## config.mk

```make
export PLATFORM = sky130hd
export DESIGN_NAME = lru_block_cache_core_flat
export DESIGN_NICKNAME = d
export VERILOG_FILES = /design/src/sv/lbc_pkg.sv /design/src/sv/lbc_if.sv /design/src/sv/lru_block_cache_core.sv /design/src/sv/lbc_ram.sv /design/src/sv/lbc_csr.sv /design/src/sv/lbc_engine.sv /design/src/flat_wrapper.sv
export SDC_FILE = /design/constraint.sdc
export NUM_CORES = 2
export LEC_CHECK = 0
export BUFFER_PORTS_ARGS = -buffer_cell sky130_fd_sc_hd__buf_2
export CAP_MARGIN = 10
export CORE_AREA = 5 5 263 521
export DETAILED_ROUTE_END_ITERATION = 12
export DIE_AREA = 0 0 268 526
export HOLD_SLACK_MARGIN = 0.02
export PLACE_DENSITY_LB_ADDON = 0.3
export SYNTH_ARGS = -nofsm -noshare
export SYNTH_HDL_FRONTEND = slang
export SYNTH_SLANG_ARGS = --single-unit
```

## constraint.sdc

```tcl
create_clock -name clock -period 16.12 [get_ports clock]
set_clock_uncertainty 0.2 [all_clocks]
set_input_delay 0.806 -clock clock [delete_from_list [all_inputs] [get_ports clock]]
set_output_delay 0.806 -clock clock [all_outputs]
set_load 0.05 [all_outputs]
```

## src/sv/lbc_pkg.sv

```systemverilog
// shared constants, types and helpers of the lru block cache
`timescale 1ns / 1ps
package lbc_pkg;

   // geometry
   localparam int ENTRIES    = 16;
   localparam int KEY_BITS   = 32;
   localparam int WORD_BITS  = 64;
   localparam int IDX_BITS   = $clog2(ENTRIES);
   localparam int CNT_BITS   = $clog2(ENTRIES + 1);
   localparam int LINE_BITS  = KEY_BITS + WORD_BITS;
   localparam int TOTAL_BITS = 32;

   // register port
   localparam int LIMIT_BITS    = 5;
   localparam int CSR_ADDR_BITS = 3;
   localparam int CSR_DATA_BITS = 32;
   localparam logic [LIMIT_BITS-1:0] LIMIT_RESET = LIMIT_BITS'(16);
   localparam logic REG_MAX_ENTRIES = 1'b0;

   // item actions
   localparam logic ACT_LOOKUP = 1'b0;
   localparam logic ACT_INSERT = 1'b1;

   typedef logic [IDX_BITS-1:0] idx_type;
   typedef logic [IDX_BITS-1:0] rank_type;
   typedef logic [CNT_BITS-1:0] cnt_type;

   typedef enum logic [1:0] {
      ST_IDLE,
      ST_SCAN,
      ST_DRAIN,
      ST_FINISH
   } state_type;

   // item being worked on
   typedef struct packed {
      logic                 action;
      logic [KEY_BITS-1:0]  key;
      logic [WORD_BITS-1:0] word;
      logic                 evict_due;
      rank_type             oldest_rank;
   } ctx_type;

   // what the scan has found so far
   typedef struct packed {
      logic                 found;
      idx_type              found_idx;
      rank_type             found_rank;
      logic [WORD_BITS-1:0] found_word;
      logic                 ev;
      idx_type              ev_idx;
      logic [KEY_BITS-1:0]  ev_block;
      logic                 slot_ok;
      idx_type              slot_idx;
   } scan_type;

   // result beat
   typedef struct packed {
      logic                  hit;
      logic [WORD_BITS-1:0]  read_data;
      logic                  evicted;
      logic [KEY_BITS-1:0]   evicted_block;
      logic                  stored;
      logic [TOTAL_BITS-1:0] hit_count;
      logic [TOTAL_BITS-1:0] miss_count;
   } rsp_type;

   // saturating increment of a statistics counter
   function automatic logic [TOTAL_BITS-1:0] sat_inc(input logic [TOTAL_BITS-1:0] v);
      return (&v) ? v : v + TOTAL_BITS'(1);
   endfunction

   // clamp the programmed limit into 1 .. ENTRIES
   function automatic cnt_type limit_of(input logic [LIMIT_BITS-1:0] max_entries);
      int unsigned m;
      m = 32'(max_entries);
      if (m == 0) begin
         m = 1;
      end
      if (m > ENTRIES) begin
         m = ENTRIES;
      end
      return CNT_BITS'(m);
   endfunction

endpackage

```

## src/sv/lbc_if.sv

```systemverilog
// request and response channel interfaces of the lru block cache
`timescale 1ns / 1ps
interface lbc_req_if;
   logic                          valid;
   logic                          ready;
   logic                          action;
   logic [lbc_pkg::KEY_BITS-1:0]  block_number;
   logic [lbc_pkg::WORD_BITS-1:0] fill_data;

   modport source (output valid, action, block_number, fill_data, input ready);
   modport sink (input valid, action, block_number, fill_data, output ready);
endinterface

interface lbc_rsp_if;
   logic                           valid;
   logic                           ready;
   logic                           hit;
   logic [lbc_pkg::WORD_BITS-1:0]  read_data;
   logic                           evicted;
   logic [lbc_pkg::KEY_BITS-1:0]   evicted_block;
   logic                           stored;
   logic [lbc_pkg::TOTAL_BITS-1:0] hit_count;
   logic [lbc_pkg::TOTAL_BITS-1:0] miss_count;

   modport source (output valid, hit, read_data, evicted, evicted_block, stored,
                   hit_count, miss_count, input ready);
   modport sink (input valid, hit, read_data, evicted, evicted_block, stored,
                 hit_count, miss_count, output ready);
endinterface

```

## src/sv/lru_block_cache_core.sv

```systemverilog
// Each item runs a one-entry-a-cycle read scan of the line ram, then a drain state, a commit
// state that waits while a result is still held, and an idle state that takes the next request beat.
// The result register lets the next request beat in while a result still waits.
// Reset (synchronous): valid bits, ranks and hit/miss totals clear,
// max_entries returns to 16; the line ram is not cleared.
`timescale 1ns / 1ps
module lru_block_cache_core (
   input  logic                              clock,
   input  logic                              reset,
   lbc_req_if.sink                           req_chan,
   lbc_rsp_if.source                         rsp_chan,
   input  logic                              csr_psel,
   input  logic                              csr_penable,
   input  logic                              csr_pwrite,
   input  logic [lbc_pkg::CSR_ADDR_BITS-1:0] csr_paddr,
   input  logic [lbc_pkg::CSR_DATA_BITS-1:0] csr_pwdata,
   output logic [lbc_pkg::CSR_DATA_BITS-1:0] csr_prdata,
   output logic                              csr_pready
);

   lbc_pkg::cnt_type                limit;
   logic                            ram_wr_en;
   lbc_pkg::idx_type                ram_wr_addr;
   logic [lbc_pkg::LINE_BITS-1:0]   ram_wr_data;
   logic                            ram_rd_en;
   lbc_pkg::idx_type                ram_rd_addr;
   logic [lbc_pkg::LINE_BITS-1:0]   ram_rd_data;

   // limit register
   lbc_csr u_csr (
      .clock       (clock),
      .reset       (reset),
      .csr_psel    (csr_psel),
      .csr_penable (csr_penable),
      .csr_pwrite  (csr_pwrite),
      .csr_paddr   (csr_paddr),
      .csr_pwdata  (csr_pwdata),
      .csr_prdata  (csr_prdata),
      .csr_pready  (csr_pready),
      .limit       (limit)
   );

   // line store: block number over data word
   lbc_ram #(
      .WIDTH (lbc_pkg::LINE_BITS),
      .DEPTH (lbc_pkg::ENTRIES)
   ) u_line_ram (
      .clock   (clock),
      .wr_en   (ram_wr_en),
      .wr_addr (ram_wr_addr),
      .wr_data (ram_wr_data),
      .rd_en   (ram_rd_en),
      .rd_addr (ram_rd_addr),
      .rd_data (ram_rd_data)
   );

   // sequencer and recency
   lbc_engine u_engine (
      .clock       (clock),
      .reset       (reset),
      .limit       (limit),
      .req_chan    (req_chan),
      .rsp_chan    (rsp_chan),
      .ram_wr_en   (ram_wr_en),
      .ram_wr_addr (ram_wr_addr),
      .ram_wr_data (ram_wr_data),
      .ram_rd_en   (ram_rd_en),
      .ram_rd_addr (ram_rd_addr),
      .ram_rd_data (ram_rd_data)
   );

endmodule

```

## src/sv/lbc_ram.sv

```systemverilog
// generic single write port ram with registered read
`timescale 1ns / 1ps
module lbc_ram #(
   parameter int WIDTH = 8,
   parameter int DEPTH = 16
) (
   input  logic                     clock,
   input  logic                     wr_en,
   input  logic [$clog2(DEPTH)-1:0] wr_addr,
   input  logic [WIDTH-1:0]         wr_data,
   input  logic                     rd_en,
   input  logic [$clog2(DEPTH)-1:0] rd_addr,
   output logic [WIDTH-1:0]         rd_data
);

   logic [WIDTH-1:0] mem_ff [DEPTH];
   logic [WIDTH-1:0] rd_data_ff;

   // write port
   always_ff @(posedge clock) begin
      if (wr_en) begin
         mem_ff[wr_addr] <= wr_data;
      end
   end

   // registered read port
   always_ff @(posedge clock) begin
      if (rd_en) begin
         rd_data_ff <= mem_ff[rd_addr];
      end
   end

   assign rd_data = rd_data_ff;

endmodule

```

## src/sv/lbc_csr.sv

```systemverilog
// register port holding the max_entries limit
`timescale 1ns / 1ps
module lbc_csr (
   input  logic                                clock,
   input  logic                                reset,
   input  logic                                csr_psel,
   input  logic                                csr_penable,
   input  logic                                csr_pwrite,
   input  logic [lbc_pkg::CSR_ADDR_BITS-1:0]   csr_paddr,
   input  logic [lbc_pkg::CSR_DATA_BITS-1:0]   csr_pwdata,
   output logic [lbc_pkg::CSR_DATA_BITS-1:0]   csr_prdata,
   output logic                                csr_pready,
   output lbc_pkg::cnt_type                    limit
);

   logic [lbc_pkg::LIMIT_BITS-1:0] max_entries_ff;
   logic [lbc_pkg::LIMIT_BITS-1:0] max_entries_in;
   logic                           wr_hit;

   // write decode, word address in paddr[2]
   assign wr_hit = csr_psel && csr_penable && csr_pwrite &&
                   (csr_paddr[2] == lbc_pkg::REG_MAX_ENTRIES);

   always_comb begin
      max_entries_in = max_entries_ff;
      if (wr_hit) begin
         max_entries_in = csr_pwdata[lbc_pkg::LIMIT_BITS-1:0];
      end
   end

   always_ff @(posedge clock) begin
      if (reset) begin
         max_entries_ff <= lbc_pkg::LIMIT_RESET;
      end else begin
         max_entries_ff <= max_entries_in;
      end
   end

   // read back
   always_comb begin
      csr_prdata = '0;
      if (csr_paddr[2] == lbc_pkg::REG_MAX_ENTRIES) begin
         csr_prdata = lbc_pkg::CSR_DATA_BITS'(max_entries_ff);
      end
   end

   assign csr_pready = 1'b1;
   assign limit      = lbc_pkg::limit_of(max_entries_ff);

endmodule

```

## src/sv/lbc_engine.sv

```systemverilog
// scan sequencer, recency ranks and result register of the lru block cache
`timescale 1ns / 1ps
module lbc_engine (
   input  logic                            clock,
   input  logic                            reset,
   input  lbc_pkg::cnt_type                limit,
   lbc_req_if.sink                         req_chan,
   lbc_rsp_if.source                       rsp_chan,
   output logic                            ram_wr_en,
   output lbc_pkg::idx_type                ram_wr_addr,
   output logic [lbc_pkg::LINE_BITS-1:0]   ram_wr_data,
   output logic                            ram_rd_en,
   output lbc_pkg::idx_type                ram_rd_addr,
   input  logic [lbc_pkg::LINE_BITS-1:0]   ram_rd_data
);

   localparam int N = lbc_pkg::ENTRIES;

   lbc_pkg::state_type state_ff, state_in;
   lbc_pkg::idx_type   scan_addr_ff, scan_addr_in;
   logic               pipe_vld_ff, pipe_vld_in;
   lbc_pkg::idx_type   pipe_idx_ff, pipe_idx_in;
   lbc_pkg::ctx_type   ctx_ff, ctx_in;
   lbc_pkg::scan_type  scan_ff, scan_in;
   logic [N-1:0]       valid_ff, valid_in;
   lbc_pkg::rank_type  rank_ff [N];
   lbc_pkg::rank_type  rank_in [N];
   lbc_pkg::cnt_type   count_ff, count_in;
   logic [lbc_pkg::TOTAL_BITS-1:0] hit_total_ff, hit_total_in;
   logic [lbc_pkg::TOTAL_BITS-1:0] miss_total_ff, miss_total_in;
   logic               rsp_valid_ff, rsp_valid_in;
   lbc_pkg::rsp_type   rsp_ff, rsp_in;

   logic accept;
   logic last_addr;
   logic commit;

   logic                          e_valid;
   lbc_pkg::rank_type             e_rank;
   logic [lbc_pkg::KEY_BITS-1:0]  e_key;
   logic [lbc_pkg::WORD_BITS-1:0] e_word;
   logic                          is_oldest;
   logic                          is_match;
   logic                          is_free;

   logic [N-1:0] after_evict;
   logic         do_store;

   // handshake
   assign accept    = req_chan.valid && req_chan.ready;
   assign last_addr = (scan_addr_ff == lbc_pkg::IDX_BITS'(N - 1));

   // next state
   always_comb begin
      state_in = state_ff;
      case (state_ff)
         lbc_pkg::ST_IDLE: begin
            if (accept) begin
               state_in = lbc_pkg::ST_SCAN;
            end
         end
         lbc_pkg::ST_SCAN: begin
            if (last_addr) begin
               state_in = lbc_pkg::ST_DRAIN;
            end
         end
         lbc_pkg::ST_DRAIN: begin
            state_in = lbc_pkg::ST_FINISH;
         end
         lbc_pkg::ST_FINISH: begin
            if (!rsp_valid_ff || rsp_chan.ready) begin
               state_in = lbc_pkg::ST_IDLE;
            end
         end
         default: begin
            state_in = lbc_pkg::ST_IDLE;
         end
      endcase
   end

   // state outputs
   always_comb begin
      req_chan.ready = 1'b0;
      ram_rd_en      = 1'b0;
      commit         = 1'b0;
      case (state_ff)
         lbc_pkg::ST_IDLE: begin
            req_chan.ready = 1'b1;
         end
         lbc_pkg::ST_SCAN: begin
            ram_rd_en = 1'b1;
         end
         lbc_pkg::ST_DRAIN: begin
            ram_rd_en = 1'b0;
         end
         lbc_pkg::ST_FINISH: begin
            commit = !rsp_valid_ff || rsp_chan.ready;
         end
         default: begin
            commit = 1'b0;
         end
      endcase
   end

   // scan address and read pipeline
   always_comb begin
      scan_addr_in = scan_addr_ff;
      if (accept) begin
         scan_addr_in = '0;
      end else if (state_ff == lbc_pkg::ST_SCAN) begin
         scan_addr_in = scan_addr_ff + lbc_pkg::IDX_BITS'(1);
      end
      pipe_vld_in = (state_ff == lbc_pkg::ST_SCAN);
      pipe_idx_in = scan_addr_ff;
   end

   assign ram_rd_addr = scan_addr_ff;

   // item context captured at accept
   always_comb begin
      ctx_in = ctx_ff;
      if (accept) begin
         ctx_in.action      = req_chan.action;
         ctx_in.key         = req_chan.block_number;
         ctx_in.word        = req_chan.fill_data;
         ctx_in.evict_due   = (req_chan.action == lbc_pkg::ACT_INSERT) && (count_ff >= limit);
         ctx_in.oldest_rank = lbc_pkg::IDX_BITS'(count_ff - lbc_pkg::CNT_BITS'(1));
      end
   end

   // classify the entry coming back from the ram
   always_comb begin
      e_valid   = valid_ff[pipe_idx_ff];
      e_rank    = rank_ff[pipe_idx_ff];
      e_key     = ram_rd_data[lbc_pkg::LINE_BITS-1:lbc_pkg::WORD_BITS];
      e_word    = ram_rd_data[lbc_pkg::WORD_BITS-1:0];
      is_oldest = ctx_ff.evict_due && e_valid && (e_rank == ctx_ff.oldest_rank);
      is_match  = e_valid && (e_key == ctx_ff.key) && !is_oldest;
      is_free   = !e_valid || is_oldest;
   end

   // collect match, victim and first free slot
   always_comb begin
      scan_in = scan_ff;
      if (accept) begin
         scan_in = '0;
      end else if (pipe_vld_ff) begin
         if (is_match && !scan_ff.found) begin
            scan_in.found      = 1'b1;
            scan_in.found_idx  = pipe_idx_ff;
            scan_in.found_rank = e_rank;
            scan_in.found_word = e_word;
         end
         if (is_oldest) begin
            scan_in.ev       = 1'b1;
            scan_in.ev_idx   = pipe_idx_ff;
            scan_in.ev_block = e_key;
         end
         if (is_free && !scan_ff.slot_ok) begin
            scan_in.slot_ok  = 1'b1;
            scan_in.slot_idx = pipe_idx_ff;
         end
      end
   end

   // commit: recency, valid bits, totals, line write, result beat
   always_comb begin
      valid_in      = valid_ff;
      rank_in       = rank_ff;
      count_in      = count_ff;
      hit_total_in  = hit_total_ff;
      miss_total_in = miss_total_ff;
      rsp_in        = rsp_ff;
      after_evict   = valid_ff;
      do_store      = 1'b0;
      ram_wr_en     = 1'b0;
      ram_wr_addr   = scan_ff.slot_idx;
      ram_wr_data   = {ctx_ff.key, ctx_ff.word};

      if (scan_ff.ev) begin
         after_evict[scan_ff.ev_idx] = 1'b0;
      end

      if (commit) begin
         if (ctx_ff.action == lbc_pkg::ACT_LOOKUP) begin
            if (scan_ff.found) begin
               // promote the hit entry, entries newer than it age by one
               for (int i = 0; i < N; i++) begin
                  if (valid_ff[i] && (rank_ff[i] < scan_ff.found_rank)) begin
                     rank_in[i] = rank_ff[i] + lbc_pkg::IDX_BITS'(1);
                  end
               end
               rank_in[scan_ff.found_idx] = '0;
               hit_total_in = lbc_pkg::sat_inc(hit_total_ff);
            end else begin
               miss_total_in = lbc_pkg::sat_inc(miss_total_ff);
            end
            rsp_in.hit           = scan_ff.found;
            rsp_in.read_data     = scan_ff.found ? scan_ff.found_word : '0;
            rsp_in.evicted       = 1'b0;
            rsp_in.evicted_block = '0;
            rsp_in.stored        = 1'b0;
         end else begin
            do_store = !scan_ff.found && scan_ff.slot_ok;
            valid_in = after_evict;
            if (do_store) begin
               // every survivor ages, new line is most recent
               for (int i = 0; i < N; i++) begin
                  if (after_evict[i]) begin
                     rank_in[i] = rank_ff[i] + lbc_pkg::IDX_BITS'(1);
                  end
               end
               rank_in[scan_ff.slot_idx]  = '0;
               valid_in[scan_ff.slot_idx] = 1'b1;
               ram_wr_en                  = 1'b1;
            end
            if (scan_ff.ev) begin
               rank_in[scan_ff.ev_idx] = '0;
               if (do_store && (scan_ff.ev_idx == scan_ff.slot_idx)) begin
                  rank_in[scan_ff.ev_idx] = '0;
               end
            end
            count_in = count_ff - lbc_pkg::CNT_BITS'(scan_ff.ev)
                       + lbc_pkg::CNT_BITS'(do_store);
            rsp_in.hit           = 1'b0;
            rsp_in.read_data     = '0;
            rsp_in.evicted       = scan_ff.ev;
            rsp_in.evicted_block = scan_ff.ev ? scan_ff.ev_block : '0;
            rsp_in.stored        = do_store;
         end
         rsp_in.hit_count  = hit_total_in;
         rsp_in.miss_count = miss_total_in;
      end
   end

   // result register
   assign rsp_valid_in = commit || (rsp_valid_ff && !rsp_chan.ready);

   // control registers
   always_ff @(posedge clock) begin
      if (reset) begin
         state_ff      <= lbc_pkg::ST_IDLE;
         pipe_vld_ff   <= 1'b0;
         scan_ff       <= '0;
         valid_ff      <= '0;
         count_ff      <= '0;
         hit_total_ff  <= '0;
         miss_total_ff <= '0;
         rsp_valid_ff  <= 1'b0;
         for (int i = 0; i < N; i++) begin
            rank_ff[i] <= '0;
         end
      end else begin
         state_ff      <= state_in;
         pipe_vld_ff   <= pipe_vld_in;
         scan_ff       <= scan_in;
         valid_ff      <= valid_in;
         count_ff      <= count_in;
         hit_total_ff  <= hit_total_in;
         miss_total_ff <= miss_total_in;
         rsp_valid_ff  <= rsp_valid_in;
         rank_ff       <= rank_in;
      end
   end

   // payload registers
   always_ff @(posedge clock) begin
      scan_addr_ff <= scan_addr_in;
      pipe_idx_ff  <= pipe_idx_in;
      ctx_ff       <= ctx_in;
      rsp_ff       <= rsp_in;
   end

   // response channel
   assign rsp_chan.valid         = rsp_valid_ff;
   assign rsp_chan.hit           = rsp_ff.hit;
   assign rsp_chan.read_data     = rsp_ff.read_data;
   assign rsp_chan.evicted       = rsp_ff.evicted;
   assign rsp_chan.evicted_block = rsp_ff.evicted_block;
   assign rsp_chan.stored        = rsp_ff.stored;
   assign rsp_chan.hit_count     = rsp_ff.hit_count;
   assign rsp_chan.miss_count    = rsp_ff.miss_count;

endmodule

```

## src/flat_wrapper.sv

```systemverilog
// flat-port wrapper written by rule: the top's interface ports become plain ports
module lru_block_cache_core_flat 
  (clock, reset, csr_psel, csr_penable, csr_pwrite, csr_paddr, csr_pwdata, csr_prdata, csr_pready, req_chan_valid, req_chan_action, req_chan_block_number, req_chan_fill_data, req_chan_ready, rsp_chan_valid, rsp_chan_hit, rsp_chan_read_data, rsp_chan_evicted, rsp_chan_evicted_block, rsp_chan_stored, rsp_chan_hit_count, rsp_chan_miss_count, rsp_chan_ready);
  lbc_req_if req_chan_i ();
  lbc_rsp_if rsp_chan_i ();
  input  logic clock;
  input  logic reset;
  input  logic csr_psel;
  input  logic csr_penable;
  input  logic csr_pwrite;
  input  logic [lbc_pkg::CSR_ADDR_BITS-1:0] csr_paddr;
  input  logic [lbc_pkg::CSR_DATA_BITS-1:0] csr_pwdata;
  output logic [lbc_pkg::CSR_DATA_BITS-1:0] csr_prdata;
  output logic csr_pready;
  input wire logic [$bits(req_chan_i.valid)-1:0] req_chan_valid;
  input wire logic [$bits(req_chan_i.action)-1:0] req_chan_action;
  input wire logic [$bits(req_chan_i.block_number)-1:0] req_chan_block_number;
  input wire logic [$bits(req_chan_i.fill_data)-1:0] req_chan_fill_data;
  output wire logic [$bits(req_chan_i.ready)-1:0] req_chan_ready;
  output wire logic [$bits(rsp_chan_i.valid)-1:0] rsp_chan_valid;
  output wire logic [$bits(rsp_chan_i.hit)-1:0] rsp_chan_hit;
  output wire logic [$bits(rsp_chan_i.read_data)-1:0] rsp_chan_read_data;
  output wire logic [$bits(rsp_chan_i.evicted)-1:0] rsp_chan_evicted;
  output wire logic [$bits(rsp_chan_i.evicted_block)-1:0] rsp_chan_evicted_block;
  output wire logic [$bits(rsp_chan_i.stored)-1:0] rsp_chan_stored;
  output wire logic [$bits(rsp_chan_i.hit_count)-1:0] rsp_chan_hit_count;
  output wire logic [$bits(rsp_chan_i.miss_count)-1:0] rsp_chan_miss_count;
  input wire logic [$bits(rsp_chan_i.ready)-1:0] rsp_chan_ready;
  assign req_chan_i.valid = req_chan_valid;
  assign req_chan_i.action = req_chan_action;
  assign req_chan_i.block_number = req_chan_block_number;
  assign req_chan_i.fill_data = req_chan_fill_data;
  assign req_chan_ready = req_chan_i.ready;
  assign rsp_chan_valid = rsp_chan_i.valid;
  assign rsp_chan_hit = rsp_chan_i.hit;
  assign rsp_chan_read_data = rsp_chan_i.read_data;
  assign rsp_chan_evicted = rsp_chan_i.evicted;
  assign rsp_chan_evicted_block = rsp_chan_i.evicted_block;
  assign rsp_chan_stored = rsp_chan_i.stored;
  assign rsp_chan_hit_count = rsp_chan_i.hit_count;
  assign rsp_chan_miss_count = rsp_chan_i.miss_count;
  assign rsp_chan_i.ready = rsp_chan_ready;
  lru_block_cache_core u_core (.clock(clock), .reset(reset), .req_chan(req_chan_i), .rsp_chan(rsp_chan_i), .csr_psel(csr_psel), .csr_penable(csr_penable), .csr_pwrite(csr_pwrite), .csr_paddr(csr_paddr), .csr_pwdata(csr_pwdata), .csr_prdata(csr_prdata), .csr_pready(csr_pready));
endmodule
```

; Word level (Yosys, flattened, before mapping)
; Memory sizes are Yosys's and may differ from the RTL's. A register that Yosys moved wholly into a read port is not among the register bits.
; Index checks and enable logic that the tools add are counted.
[word_totals]
register_bits = 546
latchBits = 0
mem_bits_rw = 1536
rom_bits = 0
elab_cells = 357
n_memories = 1
[classes]
n_addsub = 22
n_mul = 0
n_div = 0
n_lt_le_gt_ge = 30
n_eq_ne = 10
n_shift = 0
mux = 173
bitwise = 16
reduce_logical = 58
[memory_table]
columns = name, words, word_bits, rd, rd_clocked_by_memory_dff, write_ports, line_no
row1 = u_core.u_line_ram.mem_ff, 16, 96, 1, 1, 1, lbc_ram.sv:16  ; logic [WIDTH-1:0] mem_ff [DEPTH];
[op_table]
columns = cell, n
row1 = 2-to-1 mux 4 bit, 133
row2 = 2-to-1 mux 64 bit, 7
row3 = AND 64 bit, 4
row4 = 2-to-1 mux 32 bit, 6
row5 = inverter 64 bit, 3
row6 = "adder 4 x 1 -> 4 bit, second input constant", 17
row7 = "adder 32 x 1 -> 32 bit, second input constant", 2
row8 = < comparator 4 bit, 16
row9 = AND reduction 32 bit, 2
row10 = demux 4 bit (select 4 bit), 3
row11 = logical AND 1 bit, 35
row12 = == test 32 bit, 1
row13 = "> comparator 32 x 5 -> 1 bit, second input constant", 1
row14 = 2-to-1 mux 16 bit, 2
row15 = "greater-or-equal comparator 5 bit, second input constant", 4
row16 = inverter 4 -> 5 bit, 4
row17 = AND 16 bit, 1
row18 = binary-select mux 4 bit (select 4 bit), 1
row19 = inverter 16 bit, 1
row20 = OR 16 bit, 1
row21 = "< comparator 4 x 5 -> 1 bit, second input constant", 3
row22 = "< comparator 5 x 1 -> 1 bit, second input constant", 3
row23 = 2-to-1 mux 5 bit, 3
row24 = AND reduction 2 bit, 6
row25 = 24 further kinds, 50

; Logic depth before layout (Yosys ltp)
[depth]
depth_word = 20
depth_mapped = 13

; By module
; From an unflattened synthesis, not the netlist that was laid out.
[hier_totals]
cells_unflattened = 5154
area_unflattened_um2 = 87742.9
[modules_own_cells]
columns = module, instances, cells_each, area_per_inst_um2, seq_area_each_um2
row1 = lbc_ram, 1, 2460, 60316.6, 49007.0
row2 = lbc_engine, 1, 2629, 26899.5, 13482.9
row3 = lbc_csr, 1, 65, 526.8, 100.1

; Worst setup path after synthesis
; Ideal clock, no wire load.
[synth_path]
kind = in2reg
start = input rsp_chan_ready
end = register u_core.u_engine.hit_total_ff[31] in the netlist's numbering
setup_time_ps = 128
arrival_ps = 6672
required_ps = 15792
slack_ps = 9120
cell_stages = 9
path_buffers = 2
cell_sequence = nand2b_1 > nand2_1 > inv_1 > clkbuf_1 > clkbuf_1 > nand2_1 > nor2_1 > xnor2_1 > nor2_1
[synth_between]
elab_chain_cells = 2
[synth_lines]
columns = element, line_no
row1 = start: declaration, flat_wrapper.sv:28  ; input wire logic [$bits(rsp_chan_i.ready)-1:0] rsp_chan_ready;
row2 = logical OR 1 bit, lbc_engine.sv:97  ; commit = !rsp_valid_ff || rsp_chan.ready;
row3 = 2-to-1 mux 1 bit, lbc_engine.sv:86  ; case (state_ff)
row4 = net u_core.u_engine.commit, lbc_engine.sv:36  ; logic commit;
row5 = end signal: assignment, lbc_engine.sv:259  ; hit_total_ff <= hit_total_in;
row6 = end: declaration, lbc_engine.sv:29  ; logic [lbc_pkg::TOTAL_BITS-1:0] hit_total_ff, hit_total_in;
; The timed path passes the listed nets, and every way through them passes these cells.
; A chain may end at the register's enable or synchronous reset.

; Final worst setup path
[layout_path]
start = register u_core.u_engine.scan_ff[114] in the netlist's numbering
end = memory u_core.u_line_ram.mem_ff[3][34] in the netlist's numbering (enable)
[layout_between]
elab_chain_cells = 7
[layout_lines]
columns = element, line_no
row1 = start: declaration, lbc_engine.sv:24  ; lbc_pkg::scan_type scan_ff, scan_in;
row2 = start signal: assignment, lbc_engine.sv:256  ; scan_ff <= scan_in;
row3 = zero test 1 bit, lbc_engine.sv:204  ; do_store = !scan_ff.found && scan_ff.slot_ok;
row4 = logical AND 1 bit, lbc_engine.sv:204
row5 = 2-to-1 mux 1 bit, lbc_engine.sv:206  ; if (do_store) begin
row6 = 2-to-1 mux 1 bit, lbc_engine.sv:185  ; if (ctx_ff.action == lbc_pkg::ACT_LOOKUP) begin
row7 = 2-to-1 mux 1 bit, lbc_engine.sv:184  ; if (commit) begin
row8 = 2-to-1 mux 1 bit, lbc_ram.sv:21  ; if (wr_en) begin
row9 = 2-to-1 mux 1 bit (implied by the code), lbc_ram.sv:22  ; mem_ff[wr_addr] <= wr_data;
row10 = end: declaration, lbc_ram.sv:16
; No other way between the ends.

==> results list <==
- Number of register bits inferred by synthesis: 2,178
* Most used cell along the critical path: sky130_fd_sc_hd__buf_4
* Via Count: approximately 46,000
- Proportion of layout cells with a drive suffix above 1: between 20 and 25%
- Via count of the first global-routing pass: 47,100
* Path category of the worst min-delay check: in2reg
- Switching power total: 3.41 mW
- Number of failing setup endpoints in the final timing report: 0
- Total of fill cells in the finished design: 7,643
- For the pin with the worst max-slew slack, the measured transition is between 1 and 1.5 ns.
- By area, the combinational part of the netlist is dominated by multiplexers.
- Multi-input gate area in the final layout: 21,400 µm²
- Final layout net count: 5,176
- For the final routed database, the setup TNS stands at 0 ns.
- Detailed Route WL: ~210,000 µm
- The flow ran to the end, and the final reports show no timing, DRC or antenna violations.
- Multiplexer share of the synthesized area: 14.7%
- Die area: 141,000 µm²
* Mean number of vias per cell: roughly 6.8
* Port Buffer Count: approximately 280
- Floorplan Core Area: ~130,000 µm²
- Timing would allow up to 192 MHz.
- After Yosys synthesis, full adders, half adders and majority gates account for 1.26% of the synthesized area.
* Routed length per placed instance: slightly above 30 µm
* Total Routing Usage GR: 30.1%
* Simple-gate area share of the yosys netlist: about 4.8%
* Power, Total: between 10 and 15 mW
- The clock network is responsible for approximately 33% of the overall power.
- Internal cell power: 9.75 mW
* Leak pwr: ~31 nW
- Number of unique standard cell types used by synthesis: 75
- Sw Share: between 20% and 30%
- From left edge to right edge, the die measures between 200 and 300 µm.
* Clock Sink Count: approximately 2,200
- Shortest clock period the worst path allows after layout: between 5 and 6 ns
* Max-cap viol count: 0
* Critical-path cell list: nor2b_4 > inv_2 > nor3_1 > and3_1 > nand2_1 > inv_4 > buf_4 > buf_4
* Xor/xnor share of the synthesized area: under 10%
- The kind of cell with the highest combined delay along the critical path is buffers and inverters.
- Number of enable-type register cells in the synthesized netlist: ~1,900
- Req. time, crit path: approximately 16 ns
- The first detailed-routing pass took 8 iterations.
- Complex-gate fraction of the synthesized area: under 10%
- Count of routing violations after the opening detailed-route iteration: 5,897
- In this run, CTS created clock tree buffers numbering 177.
* Data arrival, critical path: ~5.4 ns
- The later pin in the worst-skew pair is clocked with a latency of a little over 0.8 ns.
- Entering global routing, the biggest net connects 156 pins.
- The most used flip-flop cell after synthesis is sky130_fd_sc_hd__edfxtp_1.
- Of all nets on the critical path, the largest fanout is 39.
* Fraction of the yosys area taken by sequential cells: around three quarters
- The worst pin sits at a relative slew slack of 14.0%.
- After synthesis the cells add up to between 80,000 and 90,000 µm².
- The critical path runs through a total of 8 cells.
- Die Y: 526 µm
* Worst path max stage delay: 0.82 ns
- Post-CTS clock slew at the launch and capture registers of the worst setup and hold paths: approximately 0.070 ns
- Initial antenna violation count: 6
- For this run, asynchronously set or reset flops after synthesis account for 0%.
- The H-tree was split into 4 levels.
- After detailed routing, the number of remaining DRC violations is 0.
* Register share of total power: between 50% and 60%
* Top-level I/O count: 337
- Registers take between 60,000 and 70,000 µm².
* Worst reg2reg path depth: 8
- Across the VDD grid, the largest voltage drop is around 0.18 mV.
- Global-route wire length before repair: ~310,000 µm
- Final estimated routing congestion in global placement: between 0.9 and 1
- The worst path uses 32.4% of the clock period.
- Once detail routing completed, the nets flagged for antenna violations numbered 0.
- Detailed placement HPWL: around 110,000 µm
* Element type at the critical path end: register
- Count of standard-cell rows: around 190
- The final-report max-slew violation count is 0.
- Overall overflow remaining after global route: 0
- Power density over the cells: 138 nW/µm²
* Final hold viol count: 0
- Effective utilization at floorplan: 64.4%
* Avg Synthesized Cell Area: roughly 19 µm²
* Cell type of the slowest stage on the worst timing path: sky130_fd_sc_hd__nor2b_4
- Depth of the worst hold-timing path: 1
* Combinational share of power: 13.7%
- The root buffer cell chosen for the clock tree is sky130_fd_sc_hd__clkbuf_16.
* Number of standard cells after synthesis: roughly 4,600
- After clock tree synthesis, the setup repair step added 0 buffers.
* Maximum clock path buffer count: 3
- Path type of the worst setup path: reg2reg
- Compared with the post-synthesis result, the final layout area differs by 11.6%.
* Total number of yosys warnings: 0
- Nature of the critical path startpoint: register
* Count of buffer and inverter cells on the critical path: 4
* CTS tree: yes
- Setup repair after global routing left no endpoint under its margin.
stage by stage:
step | std cells | setup slack (ns) | instance area [µm²] | hold WS (ns) | util, %
final | 6828 | 10.90 | 95200 | 0.0557 | 71.9
after CTS | 6826 | 10.96 | 95200 | 0.0214 | 71.9
after floorplan | 4594 | 9.12 | 85400 | 0.129 | -
after global placement | 6395 | 11.08 | 88400 | 0.258 | 66.7
after global routing | 6827 | 10.67 | 95200 | 0.0239 | 71.9
after detailed placement | 6396 | 11.00 | 88400 | 0.272 | 66.7
what timing repair did:
item | 4_1_cts | 5_1_grt
setup endpoints to repair | 0 | 0
hold buffers | 96 | 0
hold endpoints to repair | 96 | 0
gates resized for setup | 0 | 0
cell usage after synthesis, drive strengths merged (16+ instances only):
master,count,area [µm²]
edfxtp,1897,57000
mux4,492,11100
dfxtp,281,5630
nor2,275,1030
clkbuf,167,627
nand2,155,582
mux2i,138,1380
a21oi,124,621
and3,114,713
o21ai,89,449
buf,85,561
ha,84,1050
xor2,83,727
nand3,64,325
nor3,61,310
inv,58,218
xnor2,58,516
nand2b,47,294
or3,36,225
a21o,32,240
nor2b,28,175
a22oi,19,143
a311oi,19,173
and2,18,113
a31oi,16,100
power by group through the flow:
stage          Clock (mW)  Combinational [mW]  Sequential [mW]
4_1_cts              4.42                1.81             6.98
6_report             4.38                1.80             6.99
3_5_place_dp            0                1.77             7.10
3_3_place_gp            0                1.74             7.07
5_1_grt              4.66                1.89             7.02
2_1_floorplan           0                1.21             7.09
final timing paths:
kind / startpoint / to / slack [ns]
hold / removal: req_chan_fill_data[5] / u_core.u_engine.ram_wr_data[5] / 0.06
hold reg to reg: u_core.u_line_ram.rd_data[48] / u_core.u_engine.scan_ff[90] / 0.29
setup / recovery: u_core.u_engine.scan_ff[114] / u_core.u_line_ram.mem_ff[3][34] / 10.90
setup reg to reg: u_core.u_engine.scan_ff[114] / u_core.u_line_ram.mem_ff[3][34] / 10.90
layer usage:
metal | up-vias | part of all wire (%) | track usage, %
li1 | 18900 | - | -
met3 | 544 | 8.4 | 4.37
met1 | 23800 | 34 | 38.9
met2 | 2979 | 53 | 52.3
met5 | - | 0.013 | 0
met4 | 4 | 4.5 | 11.8
state kept, by name, indices dropped and copies added (netlist names), 2 cells and up:
signal	flops
u_core.u_line_ram.mem_ff	1536
u_core.u_engine.scan_ff	111
u_core.u_engine.ram_wr_data	96
u_core.u_line_ram.rd_data	96
u_core.u_engine.rank_ff	64
u_core.u_engine.rsp_chan.read_data	64
u_core.u_engine.hit_total_ff	32
u_core.u_engine.miss_total_ff	32
u_core.u_engine.rsp_chan.evicted_block	32
u_core.u_engine.rsp_chan.hit_count	32
u_core.u_engine.rsp_chan.miss_count	32
u_core.u_engine.valid_ff	16
u_core.u_engine.ctx_ff	6
u_core.u_csr.max_entries_ff	5
u_core.u_engine.count_ff	5
u_core.u_engine.pipe_idx_ff	4
u_core.u_engine.ram_rd_addr	4
u_core.u_engine.ram_wr_addr	4
u_core.u_engine.state_ff	2
worst reg2reg max path, cell delays in order, from the launching register on:
cell	delay (ns)
sky130_fd_sc_hd__dfxtp_2	0.45
sky130_fd_sc_hd__nor2b_4	0.82
sky130_fd_sc_hd__inv_2	0.30
sky130_fd_sc_hd__nor3_1	0.54
sky130_fd_sc_hd__and3_1	0.33
sky130_fd_sc_hd__nand2_1	0.15
sky130_fd_sc_hd__inv_4	0.68
sky130_fd_sc_hd__buf_4	0.61
sky130_fd_sc_hd__buf_4	0.74
final cells by class:
class	instances	share of cell area, %
tap	1719	2.26
multi-input combinational	2105	22.5
clock inverter	97	1.03
antenna	2	0.00526
clock buffer	237	5.13
sequential	2178	65.8
inverter	59	0.314
timing repair buffer	431	2.96
cells in the final DEF (no fill, tap or decap), types with 12 or more instances in the layout:
master and instances:
sky130_fd_sc_hd__a21o_1 32, sky130_fd_sc_hd__a21oi_1 124, sky130_fd_sc_hd__a221oi_1 13, sky130_fd_sc_hd__a22oi_1 19, sky130_fd_sc_hd__a311oi_1 18, sky130_fd_sc_hd__a31oi_1 16
sky130_fd_sc_hd__a32oi_1 13, sky130_fd_sc_hd__and2_1 17, sky130_fd_sc_hd__and3_1 114, sky130_fd_sc_hd__buf_2 279, sky130_fd_sc_hd__buf_4 53, sky130_fd_sc_hd__bufinv_16 12
sky130_fd_sc_hd__clkbuf_1 37, sky130_fd_sc_hd__clkbuf_16 178, sky130_fd_sc_hd__clkbuf_8 20, sky130_fd_sc_hd__clkinv_1 18, sky130_fd_sc_hd__clkinv_2 39, sky130_fd_sc_hd__conb_1 28
sky130_fd_sc_hd__dfxtp_1 276, sky130_fd_sc_hd__dlygate4sd3_1 96, sky130_fd_sc_hd__edfxtp_1 1897, sky130_fd_sc_hd__ha_1 83, sky130_fd_sc_hd__inv_1 38, sky130_fd_sc_hd__mux2i_1 138
sky130_fd_sc_hd__mux4_2 492, sky130_fd_sc_hd__nand2_1 155, sky130_fd_sc_hd__nand2b_1 47, sky130_fd_sc_hd__nand3_1 63, sky130_fd_sc_hd__nand4_1 12, sky130_fd_sc_hd__nor2_1 275
sky130_fd_sc_hd__nor2b_1 27, sky130_fd_sc_hd__nor3_1 60, sky130_fd_sc_hd__o21ai_0 73, sky130_fd_sc_hd__o21ai_1 14, sky130_fd_sc_hd__or3_1 36, sky130_fd_sc_hd__xnor2_1 57
sky130_fd_sc_hd__xor2_1 83
cells by family (layout without fill, tap and decap cells):
group                    Yosys count  in the layout
buffers and inverters            311            824
XOR/XNOR                         141            141
AO/OA/AOI/OAI                    371            371
multiplexers                     634            634
adder cells (fa/ha/maj)           85             85
other                              2             30
AND/OR/NAND/NOR                  846            846
flip-flops                      2178           2178
(Power assumes the default switching activity.)
